**src/hw/rtl/fbc_pkg.sv**
```systemverilog
// Shared types, constants and round functions of the Feistel block cipher pipeline.
// Used by fbc_round, feistel_block_cipher_rounds and fbc_checker; depends on nothing.
`default_nettype none

package fbc_pkg;

   localparam int unsigned BLOCK_BYTES = 8;
   localparam int unsigned KEY_BYTES   = 4;
   localparam int unsigned ROUNDS      = 16;

   localparam int unsigned HALF_BYTES    = BLOCK_BYTES / 2;
   localparam int unsigned KEY_REG_BYTES = 4;
   localparam int unsigned BLOCK_W       = BLOCK_BYTES * 8;
   localparam int unsigned HALF_W        = HALF_BYTES * 8;
   localparam int unsigned KEY_REG_W     = KEY_REG_BYTES * 8;

   localparam logic [7:0] RF_XOR   = 8'hD5;
   localparam int unsigned RF_SHIFT = 3;

   typedef struct packed {
      logic valid;
      logic action;
   } fbc_ctl_type;

   function automatic logic [HALF_W-1:0] fbc_subkey(input logic [KEY_REG_W-1:0] key,
                                                    input int unsigned rnd);
      logic [HALF_W-1:0] sk;
      int unsigned idx;
      sk = '0;
      for (int unsigned i = 0; i < HALF_BYTES; i++) begin
         idx = (i + rnd) % KEY_BYTES;
         if (idx < KEY_REG_BYTES) begin
            sk[8*i +: 8] = 8'(key >> (8 * idx));
         end
      end
      return sk;
   endfunction

   // the odd last byte, when there is one, passes through
   function automatic logic [BLOCK_W-1:0] fbc_round_fn(input logic [BLOCK_W-1:0] blk,
                                                       input logic [HALF_W-1:0] key);
      logic [BLOCK_W-1:0] res;
      logic [7:0] h;
      logic [7:0] l;
      logic [7:0] k;
      logic [7:0] a;
      logic [7:0] f;
      res = blk;
      for (int unsigned i = 0; i < HALF_BYTES; i++) begin
         l = blk[8*i +: 8];
         h = blk[HALF_W + 8*i +: 8];
         k = key[8*i +: 8];
         a = h ^ (k & h) ^ RF_XOR;
         f = ((a & (k >> RF_SHIFT)) ^ h) | k;
         res[8*i +: 8]          = h;
         res[HALF_W + 8*i +: 8] = l ^ f;
      end
      return res;
   endfunction

   function automatic logic [BLOCK_W-1:0] fbc_swap(input logic [BLOCK_W-1:0] blk);
      logic [BLOCK_W-1:0] res;
      res = blk;
      res[HALF_W-1:0]        = blk[2*HALF_W-1:HALF_W];
      res[2*HALF_W-1:HALF_W] = blk[HALF_W-1:0];
      return res;
   endfunction

endpackage

`default_nettype wire

```
**src/hw/rtl/feistel_block_cipher_rounds.sv**
```systemverilog
// Feistel block cipher: one round per pipeline stage, then an output register.
// A block passes through every round stage and then the output register before its result is valid.
// Throughput: one block per cycle; a full stage holds while the one below is stalled.
// Reset clears all valid bits and the master key; round payload registers are not reset.
// Depends on fbc_pkg and fbc_round.
`default_nettype none

module feistel_block_cipher_rounds (
   input  wire logic                         clock,
   input  wire logic                         reset,
   input  wire logic                         req_valid,
   output logic                              req_stall,
   input  wire logic                         req_action,
   input  wire logic [fbc_pkg::BLOCK_W-1:0]  req_block_in,
   output logic                              rsp_valid,
   input  wire logic                         rsp_stall,
   output logic [fbc_pkg::BLOCK_W-1:0]       rsp_block_out,
   input  wire logic                         csr_wr_en,
   input  wire logic [fbc_pkg::KEY_REG_W-1:0] csr_wr_data
);
   import fbc_pkg::*;

   logic [KEY_REG_W-1:0] csr_key_ff;
   logic [KEY_REG_W-1:0] csr_key_in;

   fbc_ctl_type          stage_ctl   [ROUNDS+1];
   logic [BLOCK_W-1:0]   stage_block [ROUNDS+1];
   logic                 stage_ready [ROUNDS+1];

   logic                 rsp_valid_ff;
   logic                 rsp_valid_in;
   logic [BLOCK_W-1:0]   rsp_block_ff;
   logic [BLOCK_W-1:0]   rsp_block_in;
   logic                 out_ready;

   assign csr_key_in = csr_wr_en ? csr_wr_data : csr_key_ff;

   always_ff @(posedge clock) begin
      if (reset) begin
         csr_key_ff <= '0;
      end else begin
         csr_key_ff <= csr_key_in;
      end
   end

   assign stage_ctl[0].valid  = req_valid;
   assign stage_ctl[0].action = req_action;
   assign stage_block[0]      = req_block_in;
   assign req_stall           = !stage_ready[0];

   for (genvar s = 0; s < ROUNDS; s++) begin : g_round
      fbc_round u_round (
         .clock      (clock),
         .reset      (reset),
         .in_ctl     (stage_ctl[s]),
         .in_block   (stage_block[s]),
         .key_enc    (fbc_subkey(csr_key_ff, s)),
         .key_dec    (fbc_subkey(csr_key_ff, ROUNDS - 1 - s)),
         .down_ready (stage_ready[s+1]),
         .up_ready   (stage_ready[s]),
         .out_ctl    (stage_ctl[s+1]),
         .out_block  (stage_block[s+1])
      );
   end

   // final half swap; hold while the result is stalled
   assign out_ready           = !rsp_valid_ff || !rsp_stall;
   assign stage_ready[ROUNDS] = out_ready;

   always_comb begin
      rsp_valid_in = out_ready ? stage_ctl[ROUNDS].valid : rsp_valid_ff;
      rsp_block_in = out_ready ? fbc_swap(stage_block[ROUNDS]) : rsp_block_ff;
   end

   always_ff @(posedge clock) begin
      if (reset) begin
         rsp_valid_ff <= 1'b0;
      end else begin
         rsp_valid_ff <= rsp_valid_in;
      end
   end

   always_ff @(posedge clock) begin
      rsp_block_ff <= rsp_block_in;
   end

   assign rsp_valid     = rsp_valid_ff;
   assign rsp_block_out = rsp_block_ff;

endmodule

`default_nettype wire

```
**src/hw/rtl/fbc_round.sv**
```systemverilog
// One Feistel round as a pipeline stage with its own valid bit and stall chain.
// Depends on fbc_pkg for the round function and control struct.
`default_nettype none

module fbc_round (
   input  wire logic                         clock,
   input  wire logic                         reset,
   input  wire fbc_pkg::fbc_ctl_type         in_ctl,
   input  wire logic [fbc_pkg::BLOCK_W-1:0]  in_block,
   input  wire logic [fbc_pkg::HALF_W-1:0]   key_enc,
   input  wire logic [fbc_pkg::HALF_W-1:0]   key_dec,
   input  wire logic                         down_ready,
   output logic                              up_ready,
   output fbc_pkg::fbc_ctl_type              out_ctl,
   output logic [fbc_pkg::BLOCK_W-1:0]       out_block
);
   import fbc_pkg::*;

   fbc_ctl_type        ctl_ff;
   fbc_ctl_type        ctl_in;
   logic [BLOCK_W-1:0] block_ff;
   logic [BLOCK_W-1:0] block_in;

   assign up_ready = !ctl_ff.valid || down_ready;

   always_comb begin
      ctl_in   = up_ready ? in_ctl : ctl_ff;
      block_in = up_ready ? fbc_round_fn(in_block, in_ctl.action ? key_dec : key_enc)
                          : block_ff;
   end

   always_ff @(posedge clock) begin
      if (reset) begin
         ctl_ff <= '0;
      end else begin
         ctl_ff <= ctl_in;
      end
   end

   always_ff @(posedge clock) begin
      block_ff <= block_in;
   end

   assign out_ctl   = ctl_ff;
   assign out_block = block_ff;

endmodule

`default_nettype wire

```
**config.mk**
```make
export PLATFORM = sky130hd
export DESIGN_NAME = feistel_block_cipher_rounds
export DESIGN_NICKNAME = d
export VERILOG_FILES = /design/src/hw/rtl/fbc_pkg.sv /design/src/hw/rtl/feistel_block_cipher_rounds.sv /design/src/hw/rtl/fbc_round.sv
export SDC_FILE = /design/constraint.sdc
export NUM_CORES = 1
export LEC_CHECK = 0
export ABC_AREA = 1
export BUFFER_PORTS_ARGS = -buffer_cell sky130_fd_sc_hd__buf_2
export CORE_MARGIN = 2
export CORE_UTILIZATION = 30
export DETAILED_ROUTE_END_ITERATION = 12
export PLACE_DENSITY = 0.46
export SLEW_MARGIN = 20
export SYNTH_ARGS = -nofsm -noshare
export SYNTH_HDL_FRONTEND = slang
export SYNTH_SLANG_ARGS = --single-unit
```
**constraint.sdc**
```tcl
create_clock -name clock -period 11.07 [get_ports clock]
set_clock_uncertainty 0.05 [all_clocks]
set_input_delay 1.107 -clock clock [delete_from_list [all_inputs] [get_ports clock]]
set_output_delay 1.107 -clock clock [all_outputs]
set_load 0.1 [all_outputs]
```
Word-level counts from Yosys, hierarchy flattened
Cells that the tools add are included.
{ "op_classes": {"mux": 16, "bitwise_logic": 448, "n_reduce_logical": 36} }
{ "op_table": {"columns": ["operator", "count"], "rows": [
  ["$xor 8x8->8", 192],
  ["$and 8x5->8", 64],
  ["$and 8x8->8", 64],
  ["$mux 32", 16],
  ["$or 8x8->8", 64],
  ["$not 5->5", 64],
  ["$logic_not 1->1", 19],
  ["$logic_or 1x1->1", 17]
]} }
{ "totals": {"reg_bits": 1152, "in_bits": 102, "output_inout_bits": 66, "wordCells": 550} }

Logic depth before layout (Yosys ltp)
Gate-level depths: netlist of run 1.
{ "depth": {"ltp_word": 19, "ltp_mapped": 12, "depth_no_buf": 12} }

Cells and area by module
A second synthesis of run 1 with hierarchy kept.
{ "unflattened": {"cells_unflattened": 6429, "hier_area_um2": 57038.5} }
{ "modules_own_cells": {"columns": ["mod", "instances", "cells_each", "area_per_inst_um2", "seq_area_each_um2"], "rows": [
  ["fbc_round (g_round[10].u_round ...)", 15, 385, 3359.5, 1961.9],
  ["fbc_round (g_round[0].u_round)", 1, 382, 3349.5, 1961.9],
  ["feistel_block_cipher_rounds", 1, 272, 3296.9, 2582.5]
]} }

Worst setup path after synthesis of run 1
Ideal clock, no wire load.
{ "synth_path": {"path_type": "reg-to-output", "start": "register rsp_valid_ff (netlist: rsp_valid)", "end": "output req_stall", "t_arrival_ps": 10090, "required_ps": 9913, "setup_slack_ps": -177, "stages_incl_launch_ff": 11, "n_path_buf": 0, "cell_sequence": "dfxtp_1 > nand2_1 > nor2_2 > nand4_2 > nor2_2 > nand4_2 > nor2_2 > nand4_2 > nor2_4 > nand4_2 > inv_1"} }
{ "synth_via": {"elab_chain_len": 19} }
{ "synth_rtl": {"columns": ["element", "line_no", "source"], "rows": [
  ["start, declared", "feistel_block_cipher_rounds.sv:30", "logic rsp_valid_ff;"],
  ["start signal, assigned", "feistel_block_cipher_rounds.sv:79", "rsp_valid_ff <= rsp_valid_in;"],
  ["$logic_not 1->1", "feistel_block_cipher_rounds.sv:67", "assign out_ready = !rsp_valid_ff || !rsp_stall;"],
  ["$logic_or 1x1->1", "feistel_block_cipher_rounds.sv:67", null],
  ["named net g_round[15].u_round.down_ready", "fbc_round.sv:12", "input wire logic down_ready,"],
  ["$logic_or 1x1->1 (4 in a row)", "fbc_round.sv:24", "assign up_ready = !ctl_ff.valid || down_ready;"],
  ["named net g_round[11].u_round.down_ready", "fbc_round.sv:12", null],
  ["$logic_or 1x1->1 (4 in a row)", "fbc_round.sv:24", null],
  ["named net g_round[7].u_round.down_ready", "fbc_round.sv:12", null],
  ["$logic_or 1x1->1 (4 in a row)", "fbc_round.sv:24", null],
  ["named net g_round[3].u_round.down_ready", "fbc_round.sv:12", null],
  ["$logic_or 1x1->1 (4 in a row)", "fbc_round.sv:24", null],
  ["named net g_round[0].u_round.up_ready", "fbc_round.sv:13", "output logic up_ready,"],
  ["$logic_not 1->1", "feistel_block_cipher_rounds.sv:49", "assign req_stall = !stage_ready[0];"],
  ["end, declared", "feistel_block_cipher_rounds.sv:12", "output logic req_stall,"]
]} }
The timed path passes the listed nets, and every way through them passes these cells.

Final worst setup path of run 1
{ "layout_path": {"start": "input rsp_stall", "end": "output req_stall"} }
{ "layout_via": {"elab_chain_len": 19} }
{ "layout_rtl": {"columns": ["element", "line_no", "source"], "rows": [
  ["start, declared", "feistel_block_cipher_rounds.sv:16", "input wire logic rsp_stall,"],
  ["$logic_not 1->1", "feistel_block_cipher_rounds.sv:67", null],
  ["$logic_or 1x1->1", "feistel_block_cipher_rounds.sv:67", null],
  ["named net g_round[15].u_round.down_ready", "fbc_round.sv:12", null],
  ["$logic_or 1x1->1 (4 in a row)", "fbc_round.sv:24", null],
  ["named net g_round[11].u_round.down_ready", "fbc_round.sv:12", null],
  ["$logic_or 1x1->1 (4 in a row)", "fbc_round.sv:24", null],
  ["named net g_round[7].u_round.down_ready", "fbc_round.sv:12", null],
  ["$logic_or 1x1->1 (4 in a row)", "fbc_round.sv:24", null],
  ["named net g_round[3].u_round.down_ready", "fbc_round.sv:12", null],
  ["$logic_or 1x1->1 (4 in a row)", "fbc_round.sv:24", null],
  ["named net g_round[0].u_round.up_ready", "fbc_round.sv:13", null],
  ["$logic_not 1->1", "feistel_block_cipher_rounds.sv:49", null]
]} }
The timed path passes the listed nets, and every way through them passes these cells.

==> flow_summary.ini, run 1 <==
[status]
status = complete, no violations

[layout]
layout_commonest_cell = edfxtp_1
syn2layout_area_growth_pct = 15.6
fin_nets = 4008
most-common-layout-cells = edfxtp_1 (1088), nand2_1 (768), xor2_1 (430)
layout-drive-gt1-share_pct = 11.3

[hold_path]
hold_depth = 0
min_path_type = reg2reg

[global_routing]
grt_usage_pct = 13.2
grt_pass1_wl_mm = 167
grt_pass1_vias = 26600
grt_remaining_overflow = 0
grt_max_degree = 69
antenna_found_initial = 7

[timing]
finalMaxSlewViolations = 0
hold-worst-slack_ns = 0.361
hold_viol = 0
grt_setup_unrepaired = false
min_period_ns = 6.61
worst_pin_slew_ns = 1.09
setup_viol = 0
fin_ws_ns = 4.46
fin_tns_setup_ns = 0
fin_crit_sh_pct = 59.7
fmax_ghz = 0.151
max_slew_margin_pct = 27.3

[logic_synthesis]
syn-num-nets = 3835
yosys.area_share.simple_pct = 9.09
synth.distinct_cells = 27
synth-compound-area-share_pct = 3.58
synth_top_area_cell = edfxtp_1
yosys.area_share.xor_xnor_pct = 9.18
synth_top_family_by_area = XOR/XNOR gates
synth_top_area_share_pct = 66.9
ys_seq_area_share_pct = 69.5
yosys.area_share.adder_pct = 0
yosys-top-cells-area = edfxtp_1 (67%), xor2_1 (7.7%), nand2_1 (5.9%), mux2i_1 (5.2%), o21ai_0 (2.9%)
synthesis.area_sq_um = 48900
yosys_warnings = 0
syn_avg_cell_area_sq_um = 13.1
syn_inst = 3733
muxShareOfSynthArea_pct = 5.25
ys_seq_elements = 1152

[critical_path]
required_ns = 9.91
critPathTopFamily = simple AND/OR/NAND/NOR gates
path_cells = buf_2, nand2_4, nor2_2, nand4_4, buf_4, nor2_2, nand4_4, buf_4, nor2_2, nand4_4, buf_4, nor2_4, nand4_4, inv_1, buf_2
cp_num_cells = 15
worst-setup-path-type = in2out
crit_buf_inv = 6
cp_slowest_stage_delay_ns = 0.48
critPathMaxFanout = 68
crit_slowest_cell = nand2_4
crit_arrival_ns = 5.45
r2r_cells = 13
cp_common_cell = nand4_4
cp-end-kind = output pin
worst_setup_path_start_kind = primary input

[pwr]
seqPwrFrac_pct = 53.3
netSwitchingFraction_pct = 28.9
switchingPower_mw = 4.42
fin_total_pwr_mw = 15.3
powerDensity_nw_per_um2 = 271
cellLeakagePower_nw = 21.5
combPwrFrac_pct = 18.9
clkPwrFrac_pct = 27.7
intPower_mw = 10.9
peakVddDrop_mv = 0.196

[clock_network]
cts_setup_buffers = 0
cts_tree = done
insertion_delay_ns = 0.73
cts-root-buf = clkbuf_16
cts_htree_levels = 4
cts_resized = 0
cts_buffer_depth = 3
holdBufCountCts = 0
cts.sink_count = 1152
cts_buffers = 134
clk_pin_slew_ns = 0.05

[route]
drtAntennaViolNets = 0
route.detailed.drc = 0
viasPerCell = 4.20
routedWlPerCell_um = 17.6
first_pass_iters = 6
drtIter0Drc = 1415
routed_wl_mm = 109
dr_total_vias = 26000

[floorplan]
start_util_pct = 30.1
row_count = 148
die_area_sq_um = 166000
die_w_um = 408
design.core.area_sq_um = 162000
io_pins = 168
die_h_um = 408

[placed_design]
io_buffers = 167
gp_congestion = 0.700
hpwl_mm = 66.9
pre_cts_ws_ns = 4.28

[run]
drv_cap = 0
-- cells in the mapped netlist --
| cell | n |
|---|---|
| buf_2 | 10 |
| nand4_2 | 4 |
| buf_4 | 1 |
| nand3_2 | 1 |
| nand3_1 | 1 |
| o21ai_1 | 1 |
| inv_1 | 222 |
| o21ai_0 | 279 |
| nor2_1 | 141 |
| nand4_1 | 1 |
| edfxtp_1 | 1088 |
| clkinv_1 | 15 |
| nand3b_1 | 107 |
| a21oi_1 | 38 |
| clkbuf_1 | 174 |
| dfxtp_1 | 64 |
| nand2_1 | 770 |
| nand4_4 | 3 |
| xnor2_1 | 82 |
| buf_1 | 14 |
| nor2_2 | 3 |
| o211ai_1 | 21 |
| nand2_2 | 1 |
| clkbuf_8 | 1 |
| xor2_1 | 430 |
| nor2_4 | 5 |
| mux2i_1 | 256 |
-- cell type report --
type	count	area, sq um
tap	2175	2720
timing repair buffer	237	1360
fill	15800	106000
multi-input combinational	2144	13300
clock inverter	48	398
antenna	1	2.50
clock buffer	191	3850
sequential	1152	34000
inverter	237	890
-- layer usage --
metal | part of all wire (%) | vias up | GRT usage [%] | wire length, um
li1 | - | 13100 | - | -
met1 | 49 | 12200 | 18.5 | 53600
met3 | 3.8 | 166 | 2.50 | 4130
met2 | 45 | 415 | 20.8 | 48900
met5 | 0 | - | 0 | 0
met4 | 2.1 | 0 | 3.68 | 2240
-- power by group through the flow --
stage	sequential, mW	combinational, mW	clock, mW
2_1_floorplan	8.87	1.51	0
3_3_place_gp	8.26	2.90	0
3_5_place_dp	8.29	2.95	0
4_1_cts	8.20	2.95	4.38
5_1_grt	8.41	3.22	4.55
6_report	8.16	2.90	4.24
-- state kept, by name (all words and copies together) (netlist names) --
register	flops
rsp_block_out	64
rsp_valid	1
g_round.u_round.out_block	1024
g_round.u_round.out_ctl	31
csr_key_ff	32
-- cells by family after synthesis --
group / Yosys count
AO/OA/AOI/OAI: 339
XOR/XNOR: 512
flip-flops: 1152
buffers and inverters: 437
AND/OR/NAND/NOR: 1037
multiplexers: 256
-- worst paths after layout --
kind                            slack (ns)                          endpoint                               from
worst min register to register        0.36                 rsp_block_out[61]  g_round[15].u_round.out_block[29]
worst min-delay path                  0.36                 rsp_block_out[61]  g_round[15].u_round.out_block[29]
worst max-delay path                  4.46                         req_stall                          rsp_stall
worst max register to register        5.96  g_round[0].u_round.out_block[32]                          rsp_valid
-- through the flow --
| stage | area [sq um] | instances | utilization (%) |
|---|---|---|---|
| after floorplan | 48900 | 3733 | - |
| after global placement | 52200 | 5945 | 32.2 |
| after detailed placement | 52200 | 5945 | 32.2 |
| after CTS | 56500 | 6184 | 34.8 |
| after global routing | 56500 | 6184 | 34.8 |
| final | 56500 | 6185 | 34.8 |
(Power assumes the default switching activity.)
==> inputs of run 2 (changes only) <==
ABC_AREA = 0   (was 1)
clock period = 6.5 ns   (was 11.07 ns; I/O delays follow)
==> run 2 against run 1 <==
  * Final cell count decreased by 9.1%
  * Total power rose by 73%
  * Sequential cell count unchanged
  * First-iteration DRC count is 11% lower
  * Area after synthesis decreased by 1.5%
  * Sequential power up 72%
  * Hold slack worse by 0.29 ns
  * Non-clock buffer count up 12
  * Clock-buffer cell count rose by 1
  * Clock power is 68% higher
  * Worst setup slack got worse by 2.0 ns
  * Cell area fell by 1.9%
  * Largest power group unchanged
==> flow_summary.ini, run 2 <==
[status]
status = complete, no violations

[placed_design]
placed_area_sq_um = 51100
gp_congestion = 0.705
dp_cells = 5371
io_buffers = 167
hpwl_mm = 60.7

[clock_network]
cts_buffer_depth = 3
cts_buffers = 133
cts_setup_buffers = 0
cts_htree_levels = 4
clk_pin_slew_ns = 0.05
cts.sink_count = 1152
insertion_delay_ns = 0.74
cts_tree = done
cts-root-buf = clkbuf_16

[route]
drtIter0Drc = 1258
route.detailed.drc = 0
viasPerCell = 4.47
first_pass_iters = 6
routedWlPerCell_um = 17.9
drtAntennaViolNets = 0
routed_wl_mm = 101
dr_total_vias = 25100

[pwr]
clkPwrFrac_pct = 26.9
intPower_mw = 19.0
fin_total_pwr_mw = 26.4
switchingPower_mw = 7.42
cellLeakagePower_nw = 19.2
netSwitchingFraction_pct = 28.1
powerDensity_nw_per_um2 = 477
combPwrFrac_pct = 20.1
seqPwrFrac_pct = 52.9
peakVddDrop_mv = 0.265

[logic_synthesis]
yosys-top-cells-area = edfxtp_1 (68%), xnor2_1 (8.2%), a211oi_1 (3.0%), a21oi_1 (2.9%), dfxtp_1 (2.7%)
syn_avg_cell_area_sq_um = 14.5
yosysMostFrequentCell = edfxtp_1
yosys.area_share.xor_xnor_pct = 9.32
synth.distinct_cells = 34
ys.flop_type = edfxtp_1
yosys.area_share.adder_pct = 0
yosys.area_share.simple_pct = 7.06
synth_top_area_cell = edfxtp_1
ys_seq_area_share_pct = 70.6
synthesis.area_sq_um = 48100
synth_top_family_by_area = XOR/XNOR gates
synth-edff-count = 1088
syn-num-nets = 3410
async_flop_share_pct = 0
muxShareOfSynthArea_pct = 3.64
synth_top_area_share_pct = 67.9
ys_seq_elements = 1152
syn_inst = 3308
yosys_warnings = 0
synth-compound-area-share_pct = 7.10
synth.top_cells.by_count = edfxtp_1 (1088), xnor2_1 (448), nor2_1 (311)

[layout]
largest_register_ffs = 1024
layout-drive-gt1-share_pct = 14.6
nFillCells = 15200
final_cells = 5624
multi_input_area_sq_um = 13100
design_area_sq_um = 55400
layout_commonest_cell = edfxtp_1
most-common-layout-cells = edfxtp_1 (1088), xnor2_1 (448), nor2_1 (311)
syn2layout_area_growth_pct = 15.2
fin_nets = 3550
register_area_sq_um = 34000

[critical_path]
cp-end-kind = output pin
r2r_cells = 6
critPathMaxFanout = 66
worst-r2r-setup-slack_ns = 3.96
worst-setup-path-type = reg2out
r2r-end = g_round[15].u_round.out_block[34]
crit_arrival_ns = 3.34
required_ns = 5.80
r2r_start = csr_key_ff[5]
worst_setup_path_start_kind = flip-flop

[hold_path]
hold_start = req_block_in[42]
min_to = g_round[0].u_round.out_block[10]
hold_depth = 1
min_path_type = in2reg

[floorplan]
design.core.area_sq_um = 159000
die_h_um = 404
die_w_um = 404
io_pins = 168
row_count = 146
start_util_pct = 30.3
die_area_sq_um = 164000

[timing]
grt_setup_unrepaired = false
fmax_ghz = 0.247
fin_tns_setup_ns = 0
worst_pin_slew_ns = 1.06
fin_crit_sh_pct = 62.2
setup_viol = 0
hold_viol = 0
max_slew_margin_pct = 29.2
finalMaxSlewViolations = 0
min_period_ns = 4.04

[global_routing]
grt_usage_pct = 12.5
grt_pass1_vias = 25700
grt_max_degree = 69
grt_remaining_overflow = 0
grt_pass1_wl_mm = 158
antenna_found_initial = 3

[run]
drv_cap = 0
## run 2: cell types whose count changed after synthesis, sizes merged, moves of 192 or more
cell,previous run,this run
a211oi,0,192
a21oi,38,279
inv,222,20
nand2,771,13
o21ai,280,3
xnor2,82,448
xor2,430,64
## run 2: worst max-delay path by stage
stage,start,endpoint,slack (ns),cells past startpoint
5_1_grt,g_round[14].u_round.out_ctl[1],req_stall,2.21,6
3_3_place_gp,rsp_stall,req_stall,2.90,7
6_report,g_round[14].u_round.out_ctl[1],req_stall,2.46,6
4_1_cts,g_round[14].u_round.out_ctl[1],req_stall,2.36,6
3_5_place_dp,rsp_stall,req_stall,2.93,7
2_1_floorplan,rsp_valid,req_stall,2.02,4
## run 2: layout make-up
type	count	share of cell area (%)
diodes	2	0.00903
clock buffers	192	6.86
clock inverters	45	0.646
inverters	20	0.135
multi-input cells	1892	23.6
flip-flops and latches	1152	61.3
well taps	2072	4.68
repair buffers	249	2.68
## run 2: metrics by stage
step	setup slack (ns)	hold WS, ns	util, %
floorplan	2.02	0.350	-
global placement	2.90	0.354	32.2
detailed placement	2.93	0.355	32.2
CTS	2.36	0.000190	34.9
global route	2.21	0.0245	34.9
finish	2.46	0.0710	34.9
## run 2: critical path, cell delays in order (launching register included)
cell and delay, ns:
dfxtp_1 0.52, nand4_4 0.25, nor4_4 0.71, nand3_4 0.10, buf_4 0.39, inv_1 0.15, buf_2 0.44
## run 2: cells by family after synthesis
family / count (synthesis)
compound gates: 538
buf+inv: 264
simple gates: 675
mux: 167
flops: 1152
xor+xnor: 512
## run 2: per-layer routing
layer	wire length, um	vias to the layer above	track usage (%)
met5	0	-	0
met4	2530	0	4.33
met3	4010	156	2.35
met2	44600	418	19.2
met1	49700	12000	17.6
li1	-	12500	-
## run 2: power groups by stage
| stage | logic, mW | clock network (mW) | registers (mW) |
|---|---|---|---|
| 2_1_floorplan | 3.05 | 0 | 15.2 |
| 3_3_place_gp | 5.29 | 0 | 14.1 |
| 3_5_place_dp | 5.38 | 0 | 14.2 |
| 4_1_cts | 5.40 | 7.37 | 14.1 |
| 5_1_grt | 5.84 | 7.65 | 14.4 |
| 6_report | 5.32 | 7.12 | 14.0 |
## run 2: timing repair
action / in CTS / in global routing
endpoints found under the hold margin: 14 / 0
gates resized for setup: 0 / 0
hold buffers: 14 / 0
==> inputs of run 3 (changes only) <==
ABC_AREA = 1   (was 0)
clock period = 4 ns   (was 6.5 ns; I/O delays follow)
==> run 3 against run 2 <==
  * Hold slack better by 0.074 ns
  * Combinational power is 49% higher
  * Total power is 59% higher
  * Die area grew 1.5%
  * Non-clock buffer count up 82
  * Largest power group unchanged
==> flow_summary.ini, run 3 (synthesis results as in run 1) <==
[status]
status = complete, no violations

[timing]
grt_setup_unrepaired = false
finalMaxSlewViolations = 0
worst_pin_slew_ns = 1.11
min_period_ns = 3.41
hold_viol = 0
fin_tns_setup_ns = 0
fmax_ghz = 0.293
max_slew_margin_pct = 26.0
fin_crit_sh_pct = 85.2
setup_viol = 0
fin_ws_ns = 0.590

[floorplan]
io_pins = 168
design.core.area_sq_um = 162000
row_count = 148
start_util_pct = 30.1
die_h_um = 408
die_w_um = 408
die_area_sq_um = 166000

[layout]
largest_register_ffs = 1024
fin_nets = 4101
design_area_sq_um = 57500
layout_commonest_cell = edfxtp_1
syn2layout_area_growth_pct = 17.6
nFillCells = 15900
most-common-layout-cells = edfxtp_1 (1088), nand2_1 (768), xor2_1 (430)
layout-drive-gt1-share_pct = 11.1

[global_routing]
grt_pass1_vias = 26600
antenna_found_initial = 2
grt_pass1_wl_mm = 164
grt_usage_pct = 12.9
met2_usage_pct = 20.3
use_met1_pct = 18.1
grt_max_degree = 68
busiest_layer = met2
grt_remaining_overflow = 0
globalRouteMet3Util_pct = 2.31

[route]
first_pass_iters = 5
dr_total_vias = 26200
viasPerCell = 4.17
routedWlPerCell_um = 17.0
drtAntennaViolNets = 0
routed_wl_mm = 107
drtIter0Drc = 1520
route.detailed.drc = 0

[critical_path]
critPathMaxFanout = 28
required_ns = 3.55
worst_setup_path_start_kind = flip-flop
crit_arrival_ns = 2.96
cp-end-kind = output pin
worst-setup-path-type = reg2out

[clock_network]
cts_buffers = 133
cts-root-buf = clkbuf_16
cts.sink_count = 1152
cts_setup_buffers = 0
cts_tree = done
cts_htree_levels = 4
cts_buffer_depth = 3
insertion_delay_ns = 0.74
clk_pin_slew_ns = 0.05

[placed_design]
pre_cts_ws_ns = 1.15
placed_area_sq_um = 52300
hpwl_mm = 67.8
gp_congestion = 0.705
io_buffers = 167

[pwr]
switchingPower_mw = 12.1
seqPwrFrac_pct = 53.7
combPwrFrac_pct = 18.8
cellLeakagePower_nw = 21.8
powerDensity_nw_per_um2 = 733
clkPwrFrac_pct = 27.5
peakVddDrop_mv = 0.422
fin_total_pwr_mw = 42.1
intPower_mw = 30.0
netSwitchingFraction_pct = 28.7

[run]
drv_cap = 0

[hold_path]
min_path_type = in2reg
## run 3: metrics by stage
stage	std cells	hold WS [ns]	utilization [%]
4_1_cts	6275	0.0674	35.4
6_report	6277	0.145	35.4
3_5_place_dp	5941	0.355	32.2
2_1_floorplan	3733	0.350	-
3_3_place_gp	5941	0.354	32.2
5_1_grt	6275	0.160	35.4
## run 3: final timing paths
kind	slack, ns	to	start	cells past startpoint
worst max-delay path	0.59	req_stall	g_round[15].u_round.out_ctl[1]	12
worst min register to register	0.36	rsp_block_out[53]	g_round[15].u_round.out_block[21]	0
worst min-delay path	0.14	g_round[14].u_round.out_ctl[0]	rsp_stall	5
worst max register to register	1.36	g_round[0].u_round.out_block[21]	g_round[15].u_round.out_ctl[1]	11
## run 3: repair_timing
action,in CTS,in global routing
hold endpoints to repair,110,0
gates resized for setup,0,0
hold buffers,98,0
## run 3: power by group through the flow
stage	sequential, mW	combinational [mW]	clock, mW
2_1_floorplan	24.5	4.17	0
3_3_place_gp	22.9	7.85	0
3_5_place_dp	23.0	7.97	0
4_1_cts	22.7	8.05	12.0
5_1_grt	23.3	8.78	12.4
6_report	22.6	7.93	11.6
## run 3: final cells by class
cell class / instances / area (sq um) / share of cell area (%)
inverters: 237 / 897 / 1.56
repair buffers: 331 / 2340 / 4.07
clock buffers: 194 / 3820 / 6.64
clock inverters: 42 / 353 / 0.614
diodes: 2 / 5.00 / 0.00871
multi-input cells: 2144 / 13300 / 23.2
flip-flops and latches: 1152 / 34000 / 59.2
well taps: 2175 / 2720 / 4.74
## run 3: critical path: stages, from the launching register on
cell	delay, ns
dfxtp_1	0.37
inv_1	0.10
nor2_4	0.13
nand4_4	0.12
nor2_4	0.17
nand4_4	0.14
nor2_4	0.20
nand4_4	0.14
nor2_4	0.18
nand4_4	0.09
buf_4	0.26
clkinvlp_4	0.14
buf_12	0.17
## run 3: metal layers
metal / vias to the layer above / routed length [um]
met3: 160 / 3950
met1: 12300 / 52200
met5: - / 0
met4: 0 / 2180
li1: 13300 / -
met2: 426 / 48500
